File: config.mk
export PLATFORM = sky130hd
export DESIGN_NAME = grouped_recency_order_list_unit
export DESIGN_NICKNAME = d
export VERILOG_FILES = /design/src/rtl/grol_pkg.sv /design/src/rtl/grol_store.sv /design/src/rtl/grol_seq.sv /design/src/rtl/grouped_recency_order_list_unit.sv
export SDC_FILE = /design/constraint.sdc
export NUM_CORES = 2
export LEC_CHECK = 0
export ABC_AREA = 1
export BUFFER_PORTS_ARGS = -buffer_cell sky130_fd_sc_hd__buf_2
export CORE_UTILIZATION = 30
export CTS_CLUSTER_SIZE = 30
export DETAILED_ROUTE_END_ITERATION = 10
export PLACE_DENSITY_LB_ADDON = 0.12
export REMOVE_ABC_BUFFERS = 1
export SLEW_MARGIN = 10
export SYNTH_ARGS = -nofsm -noshare
export SYNTH_HDL_FRONTEND = slang
export SYNTH_HIERARCHICAL = 1
export SYNTH_SLANG_ARGS = --single-unit
File: constraint.sdc
create_clock -name clock -period 4.7 [get_ports clock]
set_input_delay 0.705 -clock clock [delete_from_list [all_inputs] [get_ports clock]]
set_output_delay 0.705 -clock clock [all_outputs]
set_load 0.1 [all_outputs]
File: src/rtl/grol_pkg.sv
`timescale 1ns / 1ps
package grol_pkg;
   localparam int DEPTH = 32;
   localparam int IDX_BITS = 5;
   localparam int CNT_BITS = 6;
   localparam int ID_BITS = 32;

   typedef enum logic [2:0] {
      CMD_ADD = 3'd0, CMD_REMOVE = 3'd1, CMD_TO_TOP = 3'd2, CMD_TO_BOTTOM = 3'd3,
      CMD_BEST = 3'd4, CMD_WALK = 3'd5, CMD_SET_ATTR = 3'd6, CMD_NONE = 3'd7
   } cmd_type;

   typedef enum logic [1:0] {
      ST_DONE = 2'd0, ST_NOOP = 2'd1, ST_FULL = 2'd2, ST_UNUSED = 2'd3
   } status_type;

   typedef struct packed {
      logic [2:0]  command;
      logic [31:0] entry_id;
      logic [3:0]  group;
      logic        eligible;
   } req_type;

   typedef struct packed {
      logic [31:0] found_id;
      logic        found;
      logic [1:0]  status;
      logic        last;
   } rsp_type;

   typedef struct packed {
      logic [ID_BITS-1:0] id;
      logic [3:0]         group;
      logic               eligible;
   } entry_type;

   typedef enum logic [2:0] {
      FSM_IDLE, FSM_SCAN, FSM_DECIDE, FSM_MOVE, FSM_WALK, FSM_OUT
   } fsm_type;

   // Memory port bundle from the sequencer to the entry store.
   typedef struct packed {
      logic                re;
      logic [IDX_BITS-1:0] raddr;
      logic                we;
      logic [IDX_BITS-1:0] waddr;
      entry_type           wdata;
   } mem_ctl_type;
endpackage

File: src/rtl/grol_store.sv
`timescale 1ns / 1ps
module grol_store
   import grol_pkg::*;
(
   input  logic        clock,
   input  mem_ctl_type ctl,
   output entry_type   rdata
);
   entry_type mem [DEPTH];

   always_ff @(posedge clock) begin
      if (ctl.we) begin
         mem[ctl.waddr] <= ctl.wdata;
      end
      if (ctl.re) begin
         rdata <= mem[ctl.raddr];
      end
   end
endmodule

File: src/rtl/grol_seq.sv
`timescale 1ns / 1ps
module grol_seq
   import grol_pkg::*;
(
   input  logic        clock,
   input  logic        reset,
   input  logic        req_valid,
   output logic        req_stall,
   input  req_type     req_data,
   output logic        rsp_valid,
   input  logic        rsp_stall,
   output rsp_type     rsp_data,
   output mem_ctl_type ctl,
   input  entry_type   rdata
);
   fsm_type state_ff, state_in;
   req_type cmd_ff, cmd_in;
   logic [CNT_BITS-1:0] count_ff, count_in;
   // scan pointer: address whose data arrives next cycle
   logic [CNT_BITS-1:0] ptr_ff, ptr_in;
   logic                pend_ff, pend_in;
   logic [IDX_BITS-1:0] rpos_ff, rpos_in;
   logic                hit_ff, hit_in;
   logic [IDX_BITS-1:0] pos_ff, pos_in;
   entry_type           own_ff, own_in;
   logic                gl_ff, gl_in;
   logic [IDX_BITS-1:0] glast_ff, glast_in;
   logic                best_ff, best_in;
   logic [ID_BITS-1:0]  bid_ff, bid_in;
   // move: source/destination range and shift direction
   logic [CNT_BITS-1:0] mcur_ff, mcur_in, mend_ff, mend_in;
   logic                mup_ff, mup_in;
   logic [IDX_BITS-1:0] dest_ff, dest_in;
   entry_type           ins_ff, ins_in;
   logic                wprev_ff, wprev_in;
   logic [ID_BITS-1:0]  wid_ff, wid_in;
   logic                rv_ff, rv_in;
   rsp_type             rd_ff, rd_in;

   // decision
   logic        mov_go, mdone, walk_end;
   status_type  dstat;
   logic [CNT_BITS-1:0] d_cur, d_end, d_cnt;
   logic        d_up;
   logic [IDX_BITS-1:0] d_dest;
   entry_type   d_ins;
   logic        d_setattr;
   logic [IDX_BITS-1:0] lp;
   logic        full;

   logic mvalid_ff, mvalid_in;
   logic [IDX_BITS-1:0] mwa_ff, mwa_in;
   logic more;
   logic fin_pend_ff, fin_pend_in;

   logic [CNT_BITS-1:0] wptr_ff, wptr_in;
   logic                wpend_ff, wpend_in;

   logic rsp_free;
   assign rsp_free = !rv_ff || !rsp_stall;
   assign rsp_valid = rv_ff;
   assign rsp_data = rd_ff;
   assign req_stall = (state_ff != FSM_IDLE);

   logic [3:0] g;
   assign g = cmd_ff.group;

   always_comb begin
      state_in = state_ff;
      case (state_ff)
         FSM_IDLE:   if (req_valid) state_in = FSM_SCAN;
         FSM_SCAN:   if (!pend_ff && ptr_ff >= count_ff) state_in =
                        (cmd_ff.command == CMD_WALK) ? FSM_WALK : FSM_DECIDE;
         FSM_DECIDE: if (rsp_free) state_in = mov_go ? FSM_MOVE : FSM_OUT;
         FSM_MOVE:   if (mdone) state_in = FSM_OUT;
         FSM_WALK:   if (walk_end) state_in = FSM_OUT;
         FSM_OUT:    if (rsp_free) state_in = FSM_IDLE;
         default:    state_in = FSM_IDLE;
      endcase
   end

   assign full = (count_ff == CNT_BITS'(DEPTH));

   always_comb begin
      mov_go = 1'b0; dstat = ST_NOOP; d_up = 1'b0;
      d_cur = '0; d_end = '0; d_dest = '0; d_cnt = count_ff; d_setattr = 1'b0;
      d_ins.id = cmd_ff.entry_id; d_ins.group = cmd_ff.group;
      d_ins.eligible = cmd_ff.eligible;
      lp = glast_ff;
      case (cmd_ff.command)
         CMD_ADD: if (!hit_ff) begin
            if (full) dstat = ST_FULL;
            else begin
               dstat = ST_DONE; mov_go = 1'b1; d_dest = count_ff[IDX_BITS-1:0];
               d_cur = count_ff; d_end = count_ff; d_cnt = count_ff + 1'b1;
            end
         end
         CMD_REMOVE: if (hit_ff) begin
            // shift down: dest i <- i+1 for i in [pos, count-2]
            dstat = ST_DONE; mov_go = 1'b1; d_up = 1'b1;
            d_cur = {1'b0, pos_ff}; d_end = count_ff - 1'b1; d_cnt = count_ff - 1'b1;
            d_dest = IDX_BITS'(count_ff); // no final write target inside range
         end
         CMD_TO_TOP: begin
            if (hit_ff) begin
               if (pos_ff != '0) begin
                  dstat = ST_DONE; mov_go = 1'b1;
                  d_ins = own_ff; d_cur = {1'b0, pos_ff}; d_end = {1'b0, pos_ff};
                  d_dest = '0;
               end
            end else if (full) dstat = ST_FULL;
            else begin
               dstat = ST_DONE; mov_go = 1'b1; d_dest = '0;
               d_cur = count_ff; d_end = count_ff; d_cnt = count_ff + 1'b1;
            end
         end
         CMD_TO_BOTTOM: if (gl_ff) begin
            if (hit_ff) begin
               dstat = ST_DONE; mov_go = 1'b1; d_ins = own_ff;
               if (pos_ff < glast_ff) begin
                  d_up = 1'b1; d_cur = {1'b0, pos_ff}; d_end = {1'b0, glast_ff};
                  d_dest = glast_ff;
               end else begin
                  d_cur = {1'b0, pos_ff}; d_end = {1'b0, pos_ff};
                  d_dest = glast_ff + 1'b1;
               end
            end else if (full) dstat = ST_FULL;
            else begin
               dstat = ST_DONE; mov_go = 1'b1; d_dest = lp + 1'b1;
               d_cur = count_ff; d_end = count_ff; d_cnt = count_ff + 1'b1;
            end
         end
         CMD_BEST: dstat = best_ff ? ST_DONE : ST_NOOP;
         CMD_SET_ATTR: if (hit_ff) begin
            dstat = ST_DONE; d_setattr = 1'b1;
         end
         default: dstat = ST_NOOP;
      endcase
   end

   // Move engine: one read per cycle, write the previous read one slot away.
   // Down (insert): walk mcur from src down to dest+1: mem[mcur] <= mem[mcur-1].
   // Up (delete, move to bottom): walk mcur from src up to end-1: mem[mcur] <= mem[mcur+1].
   assign more = mup_ff ? (mcur_ff < mend_ff) : (mcur_ff > {1'b0, dest_ff});
   assign mdone = !more && !mvalid_ff && !fin_pend_ff;

   // Walk: read every entry again, emitting group members with one behind.
   assign walk_end = !wpend_ff && wptr_ff >= count_ff && !rv_ff;

   always_comb begin
      cmd_in = cmd_ff; count_in = count_ff; ptr_in = ptr_ff; pend_in = 1'b0;
      rpos_in = rpos_ff; hit_in = hit_ff; pos_in = pos_ff; own_in = own_ff;
      gl_in = gl_ff; glast_in = glast_ff; best_in = best_ff; bid_in = bid_ff;
      mcur_in = mcur_ff; mend_in = mend_ff; mup_in = mup_ff; dest_in = dest_ff;
      ins_in = ins_ff; wprev_in = wprev_ff; wid_in = wid_ff;
      mvalid_in = 1'b0; mwa_in = mwa_ff; fin_pend_in = fin_pend_ff;
      wptr_in = wptr_ff; wpend_in = 1'b0;
      rv_in = rv_ff && rsp_stall; rd_in = rd_ff;
      ctl = '0;
      case (state_ff)
         FSM_IDLE: if (req_valid) begin
            cmd_in = req_data; ptr_in = '0; hit_in = 1'b0; gl_in = 1'b0;
            best_in = 1'b0; pos_in = '0;
         end
         FSM_SCAN: begin
            if (pend_ff) begin
               if (rdata.id == cmd_ff.entry_id && !hit_in) begin
                  hit_in = 1'b1; pos_in = rpos_ff; own_in = rdata;
               end else if (rdata.group == g) begin
                  gl_in = 1'b1; glast_in = rpos_ff;
               end
               if (rdata.group == g && rdata.eligible && !best_ff) begin
                  best_in = 1'b1; bid_in = rdata.id;
               end
            end
            if (ptr_ff < count_ff) begin
               ctl.re = 1'b1; ctl.raddr = ptr_ff[IDX_BITS-1:0];
               rpos_in = ptr_ff[IDX_BITS-1:0]; pend_in = 1'b1; ptr_in = ptr_ff + 1'b1;
            end
            wptr_in = '0; wprev_in = 1'b0;
         end
         FSM_DECIDE: begin
            // The previous command's result may still be waiting in the
            // result register; the decision holds until it has gone.
            if (rsp_free) begin
               mcur_in = d_cur; mend_in = d_end; mup_in = d_up; dest_in = d_dest;
               ins_in = d_ins; count_in = d_cnt; fin_pend_in = mov_go;
               if (d_setattr) begin
                  ctl.we = 1'b1; ctl.waddr = pos_ff;
                  ctl.wdata = own_ff; ctl.wdata.group = g;
                  ctl.wdata.eligible = cmd_ff.eligible;
               end
               rd_in = '0; rd_in.status = dstat; rd_in.last = 1'b1;
               if (cmd_ff.command == CMD_BEST && best_ff) begin
                  rd_in.found = 1'b1; rd_in.found_id = bid_ff;
               end
            end
         end
         FSM_MOVE: begin
            if (mvalid_ff) begin
               ctl.we = 1'b1; ctl.waddr = mwa_ff; ctl.wdata = rdata;
            end
            if (more) begin
               ctl.re = 1'b1;
               if (mup_ff) begin
                  ctl.raddr = IDX_BITS'(mcur_ff + 1'b1); mwa_in = mcur_ff[IDX_BITS-1:0];
                  mcur_in = mcur_ff + 1'b1;
               end else begin
                  ctl.raddr = IDX_BITS'(mcur_ff - 1'b1); mwa_in = mcur_ff[IDX_BITS-1:0];
                  mcur_in = mcur_ff - 1'b1;
               end
               mvalid_in = 1'b1;
            end else if (!mvalid_ff && fin_pend_ff) begin
               fin_pend_in = 1'b0;
               if (!(cmd_ff.command == CMD_REMOVE)) begin
                  ctl.we = 1'b1; ctl.waddr = dest_ff; ctl.wdata = ins_ff;
               end
            end
         end
         FSM_WALK: begin
            if (wpend_ff && rdata.group == g) begin
               wprev_in = 1'b1; wid_in = rdata.id;
            end
            if (!rv_in) begin
               if (wpend_ff && rdata.group == g && wprev_ff) begin
                  rv_in = 1'b1; rd_in = '0; rd_in.found = 1'b1; rd_in.found_id = wid_ff;
                  rd_in.status = ST_DONE;
               end
               if (!(wpend_ff && rdata.group == g && wprev_ff) && wptr_ff < count_ff) begin
                  ctl.re = 1'b1; ctl.raddr = wptr_ff[IDX_BITS-1:0];
                  wpend_in = 1'b1; wptr_in = wptr_ff + 1'b1;
               end
            end else begin
               // hold a pending read result by re-reading the same address
               if (wpend_ff) begin
                  ctl.re = 1'b1; ctl.raddr = IDX_BITS'(wptr_ff - 1'b1); wpend_in = 1'b1;
                  wprev_in = wprev_ff; wid_in = wid_ff;
               end
            end
            if (walk_end) begin
               rd_in = '0; rd_in.last = 1'b1;
               if (wprev_ff) begin
                  rd_in.found = 1'b1; rd_in.found_id = wid_ff; rd_in.status = ST_DONE;
               end else rd_in.status = ST_NOOP;
            end
         end
         FSM_OUT: if (rsp_free) rv_in = 1'b1;
         default: ;
      endcase
   end

   always_ff @(posedge clock) begin
      if (reset) begin
         state_ff <= FSM_IDLE; count_ff <= '0; rv_ff <= 1'b0; pend_ff <= 1'b0;
         mvalid_ff <= 1'b0; wpend_ff <= 1'b0; fin_pend_ff <= 1'b0;
      end else begin
         state_ff <= state_in; count_ff <= count_in; rv_ff <= rv_in; pend_ff <= pend_in;
         mvalid_ff <= mvalid_in; wpend_ff <= wpend_in; fin_pend_ff <= fin_pend_in;
      end
      cmd_ff <= cmd_in; ptr_ff <= ptr_in; rpos_ff <= rpos_in; hit_ff <= hit_in;
      pos_ff <= pos_in; own_ff <= own_in; gl_ff <= gl_in; glast_ff <= glast_in;
      best_ff <= best_in; bid_ff <= bid_in; mcur_ff <= mcur_in; mend_ff <= mend_in;
      mup_ff <= mup_in; dest_ff <= dest_in; ins_ff <= ins_in;
      wprev_ff <= wprev_in; wid_ff <= wid_in; mwa_ff <= mwa_in; wptr_ff <= wptr_in;
      rd_ff <= rd_in;
   end

   a_count_range: assert property (@(posedge clock) disable iff (reset)
      count_ff <= CNT_BITS'(DEPTH)) else $error("entry count overflow");
   a_no_accept_busy: assert property (@(posedge clock) disable iff (reset)
      state_ff != FSM_IDLE |-> req_stall) else $error("accept while busy");
   a_result_hold: assert property (@(posedge clock) disable iff (reset)
      rv_ff && rsp_stall |=> rv_ff && $stable(rd_ff))
      else $error("stalled result changed");
endmodule

File: src/rtl/grouped_recency_order_list_unit.sv
`timescale 1ns / 1ps
// Grouped most-recent-first list of up to 32 ids kept in one synchronous memory.
// A command scans the list, one entry a cycle, then may shift entries one a cycle.
// Throughput: one command at a time; walk emits one transfer per group member.
// A result still waiting on the output holds the next command at its decision.
// Reset (synchronous, active high) empties the list; the memory is not cleared.
module grouped_recency_order_list_unit
   import grol_pkg::*;
(
   input  logic    clock,
   input  logic    reset,
   input  logic    req_valid,
   output logic    req_stall,
   input  req_type req_data,
   output logic    rsp_valid,
   input  logic    rsp_stall,
   output rsp_type rsp_data
);
   mem_ctl_type ctl;
   entry_type   rdata;

   // The sequencer owns the list order; the store holds the entries.
   grol_seq u_seq (
      .clock, .reset, .req_valid, .req_stall, .req_data,
      .rsp_valid, .rsp_stall, .rsp_data, .ctl, .rdata
   );
   grol_store u_store (.clock, .ctl, .rdata);
endmodule
Word level (Yosys, flattened, before mapping):

Memory sizes are Yosys's and may differ from the RTL's. A register that Yosys moved wholly into a read port is not among the register bits.
Index checks and enable logic that the tools add are counted.

* $add $sub $neg: 8
* magnitude comparators: 7
* equality and inequality tests: 37
* mux-type cells: 132
* bitwise gates (word level): 4
* reductions and logical operators: 58

Operator list (number)
* $mux W43: 6
* $mux W37: 4
* $mux W36: 4
* $mux W6: 24
* $mux W32: 3
* $pmux W43 S2: 1
* $pmux W37 S2: 1
* $pmux W36 S2: 1
* $mux W5: 14
* $mux W33: 2
* $pmux W6 S4: 2
* $mux W1: 40
* $pmux W6 S2: 3
* $pmux W6 S3: 2
* $eq A32 B32 Y1: 1
* $ne A2 B1 Y1 const B: 15
* $add A6 B1 Y6 const B: 4
* $mux W3: 8
* $reduce_and A4 Y1: 5
* $lt A6 B6 Y1: 3
* $pmux W3 S6: 1
* $eq A3 B3 Y1 const B: 5
* $pmux W5 S3: 1
* $reduce_and A3 Y1: 5
* other kinds (31): 91

* flip-flop bits (word level): 282
* memory bits (writable): 1184
* bits of input ports: 44
* output and inout bits: 38
* word-level logic and storage cells: 284
* memories kept: 1

Memories
* u_store.mem: depth 32, bits a word 37, read ports 1, clocked after memory_dff 1, wr ports 1, line grol_store.sv:9 `entry_type mem [DEPTH];`

Longest topological paths before layout:

* depth in word-level cells: 8
* gate-level depth with buffers: 23
* mapped depth without buffers: 20

Modules after synthesis:

The synthesis kept the hierarchy.

By module, submodules not included
* grol_store: instances 1, cells each 4080, area an instance 49577.5 sq um, sequential area each 36665.2 sq um
* grol_seq: instances 1, cells each 1321, area an instance 13580.5 sq um, sequential area each 8328.0 sq um

Least setup slack after synthesis:

Ideal clock, no wire load.

* path type: register to register
* start: register u_seq.rv_ff, in the netlist u_seq/rsp_valid
* end: memory u_store/mem[29][0] (netlist bit) (enable)
* library setup time: 0.431 ns
* arrival time: 4.272 ns
* data required time: 4.269 ns
* setup slack: -0.003 ns
* cell stages (with the launch flop): 11
* path buffers: 1
* clock period less this slack: 4.703 ns
* path through: dfxtp_1 -> nand2_1 -> nand2_1 -> inv_2 -> nand3_2 -> inv_2 -> buf_2 -> nand2_1 -> nand2_1 -> nand3_1 -> nor2_1

RTL lines
* start, declared: line grol_seq.sv:37 `logic rv_ff, rv_in;`
* start signal, assigned: line grol_seq.sv:257 `state_ff <= state_in; count_ff <= count_in; rv_ff <= rv_in; pend_ff <= pend_in;`
* end, declared: line grol_store.sv:9

==> run_results.csv <==
group,metric,value,unit
outcome,status,"finished, final reports clean",
routing,drt-total-wl,215000,um
cts,post_cts_buffers,0,
yosys,syn_area,63200,um^2
sta,final.period_utilization,0.884,
pwr,ir_drop,0.000347,V
layout,nets,5651,
worst_setup_path,cp_max_fo,142,
place,hpwl,117000,um
worst_setup_path,slowest_delay,0.56,ns
pwr,seq_power_share,0.409,
sta,hold_viol,0,
sta,drv_slew,0,
sta,worst_pin_slew,1.17,ns
worst_setup_path,startpoint_type,"register",
routing,firstDrtPassIters,7,
global_routing,grt_remaining_overflow,0,
yosys,yosysWarningCount,6,
floorplan,die_h,461,um
cts,cts-root-buf,"clkbuf_16",
yosys,synth_seq_area_share,0.712,
hold_path,hold_depth,1,
floorplan,initial_core_util,0.302,
pwr,swShare,0.348,
place,dp.cells,8179,
worst_setup_path,cp_cell_sequence,"inv_1, ha_1, inv_1, nor2_1, o21ai_0, nand2_1, nor2_1, nand2_1, o221ai_4, buf_12, buf_12, nand2_1, nand3_1, nand3_1, nand2_1, nand2_1, nand2_1, nand2_1, nand2_1",
layout,syn2layout_area_growth,16.0,%
pwr,p_leak,25.5,nW
worst_setup_path,path_class,"reg -> reg",
yosys,synth_edf_count,1489,
cts,numCtsBuffers,173,
cts,cts.sinks,1503,
worst_setup_path,r2r_start,"u_seq/count_ff[1]",
layout,drive_gt1_frac,0.109,
global_routing,grt_pass1_vias,39841,
sta,max_slew_margin,0.218,
routing,via_count,41316,
floorplan,rows,168,
routing,wl_per_cell,25.2,um
worst_setup_path,cp.required,5.38,ns
hold_path,min_to,"u_seq/cmd_ff[29]",
cts,cts_tree,"built",
place,port_buffers,81,
sta,whs,0.0675,ns
worst_setup_path,crit_top_cell,"nand2_1",
routing,drtIter0Drc,3526,
global_routing,grt_max_degree,143,
routing,drc_errors,0,
global_routing,track_usage,0.201,
yosys,synth_xor_area_frac,0.00416,
worst_setup_path,crit_buf_inv,4,
worst_setup_path,reg2reg_depth,19,
yosys,synth_cells,5401,
sta,rsz0062_at_grt,"false",
floorplan,coreArea,209000,um^2
sta,fin_ws,0.546,ns
floorplan,die_area,212000,um^2
sta,fmax,0.241,GHz
floorplan,die_x,461,um
yosys,synth_cell_types,52,
global_routing,grt_antenna_before_repair,4,
worst_setup_path,crit_path_top_delay_cell,"buf_12",
routing,vias_per_cell,4.85,
sta,setup_viol,0,
place,finalWeightedCongestion,0.799,
worst_setup_path,crit_family,"simple AND/OR/NAND/NOR gates",
cts,clk_latency,0.83,ns
sta,period_needed,4.15,ns
worst_setup_path,worst-r2r-setup-slack,0.55,ns
yosys,ys_ff_latch,1503,
routing,antenna_left,0,
pwr,power,40.0,mW
yosys,postSynthAreaPerCell,11.7,um^2
global_routing,grt_pass1_wl,304000,um
pwr,power.internal,26.1,mW
yosys,synthAdderAreaFrac,0.00693,
worst_setup_path,cp-end-kind,"register",
place,place_ws,0.604,ns
worst_setup_path,cp.arrival,4.83,ns
pwr,combPwrFrac,0.258,
yosys,synth_flop_cell,"edfxtp_1",
worst_setup_path,r2r_end,"u_store/rdata[23]",
yosys,synth_compound_area_frac,0.0248,
job,drv_cap,0,
yosys,synth_simple_gate_area_frac,0.203,
hold_path,min_from,"req_data[29]",
cts,h-tree-depth,4,
layout,fin_cells,8517,
floorplan,ios,82,
pwr,powerDensity,546,nW/um^2
hold_path,hold_path.class,"in -> reg",
pwr,power.switching,13.9,mW
sta,fin_skew,0.0323,ns
yosys,synth_top_family_by_area,"simple AND/OR/NAND/NOR gates",
layout,fill_cells,20790,
cts,clkTransAtPathRegs,0.06,ns
yosys,synthArstFlopShare,0,
pwr,clock_power_share,0.333,
cts,clk_path_buf_depth,3,
yosys,post_synth_mux_area_share,0.00349,
sta,fin_setup_tns,0,ns
-- layout make-up --
class | count | area (um^2) | share of cell area
repair buffers | 285 | 2710 | 0.0369
flip-flops and latches | 1503 | 45000 | 0.614
diodes | 4 | 10.0 | 0.000137
clock inverters | 95 | 908 | 0.0124
inverters | 189 | 761 | 0.0104
clock buffers | 216 | 4600 | 0.0627
multi-input cells | 3420 | 15800 | 0.216
well taps | 2805 | 3510 | 0.0479
-- power by group through the flow --
stage	sequential (mW)	combinational [mW]	clock [mW]
floorplan	16.8	7.01	0
global placement	16.7	10.4	0
detailed placement	16.7	10.4	0
CTS	16.4	10.5	13.6
global route	16.4	11.4	14.1
finish	16.4	10.3	13.3
-- timing repair --
action	4_1_cts	5_1_grt
endpoints found under the hold margin	23	0
hold buffers	23	0
endpoints found under the setup margin	0	0
resized for setup	0	0
-- worst max path at each step --
stage	startpoint	to	depth (start not counted)
after floorplan	u_seq/count_ff[4]	u_store/rdata[0]	18
after global placement	u_seq/count_ff[4]	u_store/rdata[2]	19
after detailed placement	u_seq/count_ff[4]	u_store/rdata[23]	19
after CTS	u_seq/count_ff[4]	u_store/rdata[23]	19
after global routing	u_seq/count_ff[1]	u_store/rdata[23]	19
final	u_seq/count_ff[1]	u_store/rdata[23]	19
-- cell families (layout without fill, tap and decap cells) --
group	after synthesis	after routing
XOR/XNOR	30	30
buffers and inverters	478	785
AO/OA/AOI/OAI	277	277
other	0	4
flip-flops	1503	1503
multiplexers	15	15
AND/OR/NAND/NOR	3063	3063
adder cells (fa/ha/maj)	35	35
-- layer usage --
layer / part of all wire / wire length, um / up-vias / track usage
met2: 0.47 / 102000 / 1078 / 0.328
met3: 0.046 / 9820 / 247 / 0.0276
met4: 0.023 / 4890 / 0 / 0.0538
met1: 0.46 / 98400 / 20793 / 0.280
met5: 0 / 0 / - / 0
li1: - / - / 19198 / -
-- layout by cell type, fill, tap and decap left out, types with 18 or more instances in the layout --
| master | Yosys | routed |
|---|---|---|
| a21boi_0 | 37 | 37 |
| a21oi_1 | 51 | 51 |
| buf_12 | 3 | 57 |
| buf_2 | 130 | 81 |
| buf_4 | 30 | 124 |
| clkbuf_1 | 26 | 38 |
| clkbuf_16 | 0 | 178 |
| clkinv_1 | 2 | 45 |
| clkinv_2 | 0 | 25 |
| dlygate4sd3_1 | 0 | 23 |
| edfxtp_1 | 1489 | 1489 |
| ha_1 | 35 | 35 |
| inv_1 | 175 | 172 |
| nand2_1 | 1942 | 1939 |
| nand3_1 | 938 | 937 |
| nor2_1 | 129 | 94 |
| nor2_4 | 2 | 38 |
| o21ai_0 | 144 | 116 |
| o21ai_2 | 0 | 23 |
| xnor2_1 | 18 | 18 |
-- through the flow --
step                cell area [um^2]   util
floorplan                      61000      -
global placement               67500  0.322
detailed placement             67500  0.322
CTS                            73300  0.350
global route                   73300  0.350
finish                         73300  0.350
-- synth_stat cells, drive strengths merged (2+ instances only) --
| library cell | instances | area [um^2] |
|---|---|---|
| xor2 | 12 | 105 |
| inv | 187 | 717 |
| edfxtp | 1489 | 44700 |
| o211ai | 4 | 30.0 |
| a31oi | 2 | 12.5 |
| a21boi | 41 | 308 |
| or2 | 6 | 37.5 |
| o21bai | 3 | 22.5 |
| clkbuf | 27 | 103 |
| nor3 | 15 | 75.1 |
| a21oi | 51 | 255 |
| buf | 262 | 2030 |
| o31ai | 2 | 28.8 |
| mux2 | 14 | 210 |
| xnor2 | 18 | 158 |
| nand4 | 11 | 83.8 |
| nor2 | 133 | 519 |
| nand2 | 1955 | 7370 |
| dfxtp | 14 | 280 |
| o21a | 2 | 15.0 |
| ha | 35 | 438 |
| o21ai | 153 | 766 |
| o22ai | 14 | 87.6 |
| clkinv | 2 | 7.51 |
| nand3 | 939 | 4700 |
-- sequential cells by signal (all words and copies together), names as in the netlist, 32 cells and up --
name	cells
u_seq/bid_ff	32
u_seq/ins_ff	37
u_seq/rsp_data	36
u_seq/cmd_ff	36
u_seq/wid_ff	32
u_store/rdata	37
u_seq/own_ff	37
u_store/mem	1184
Note: power is estimated with default switching activity, not from simulation.
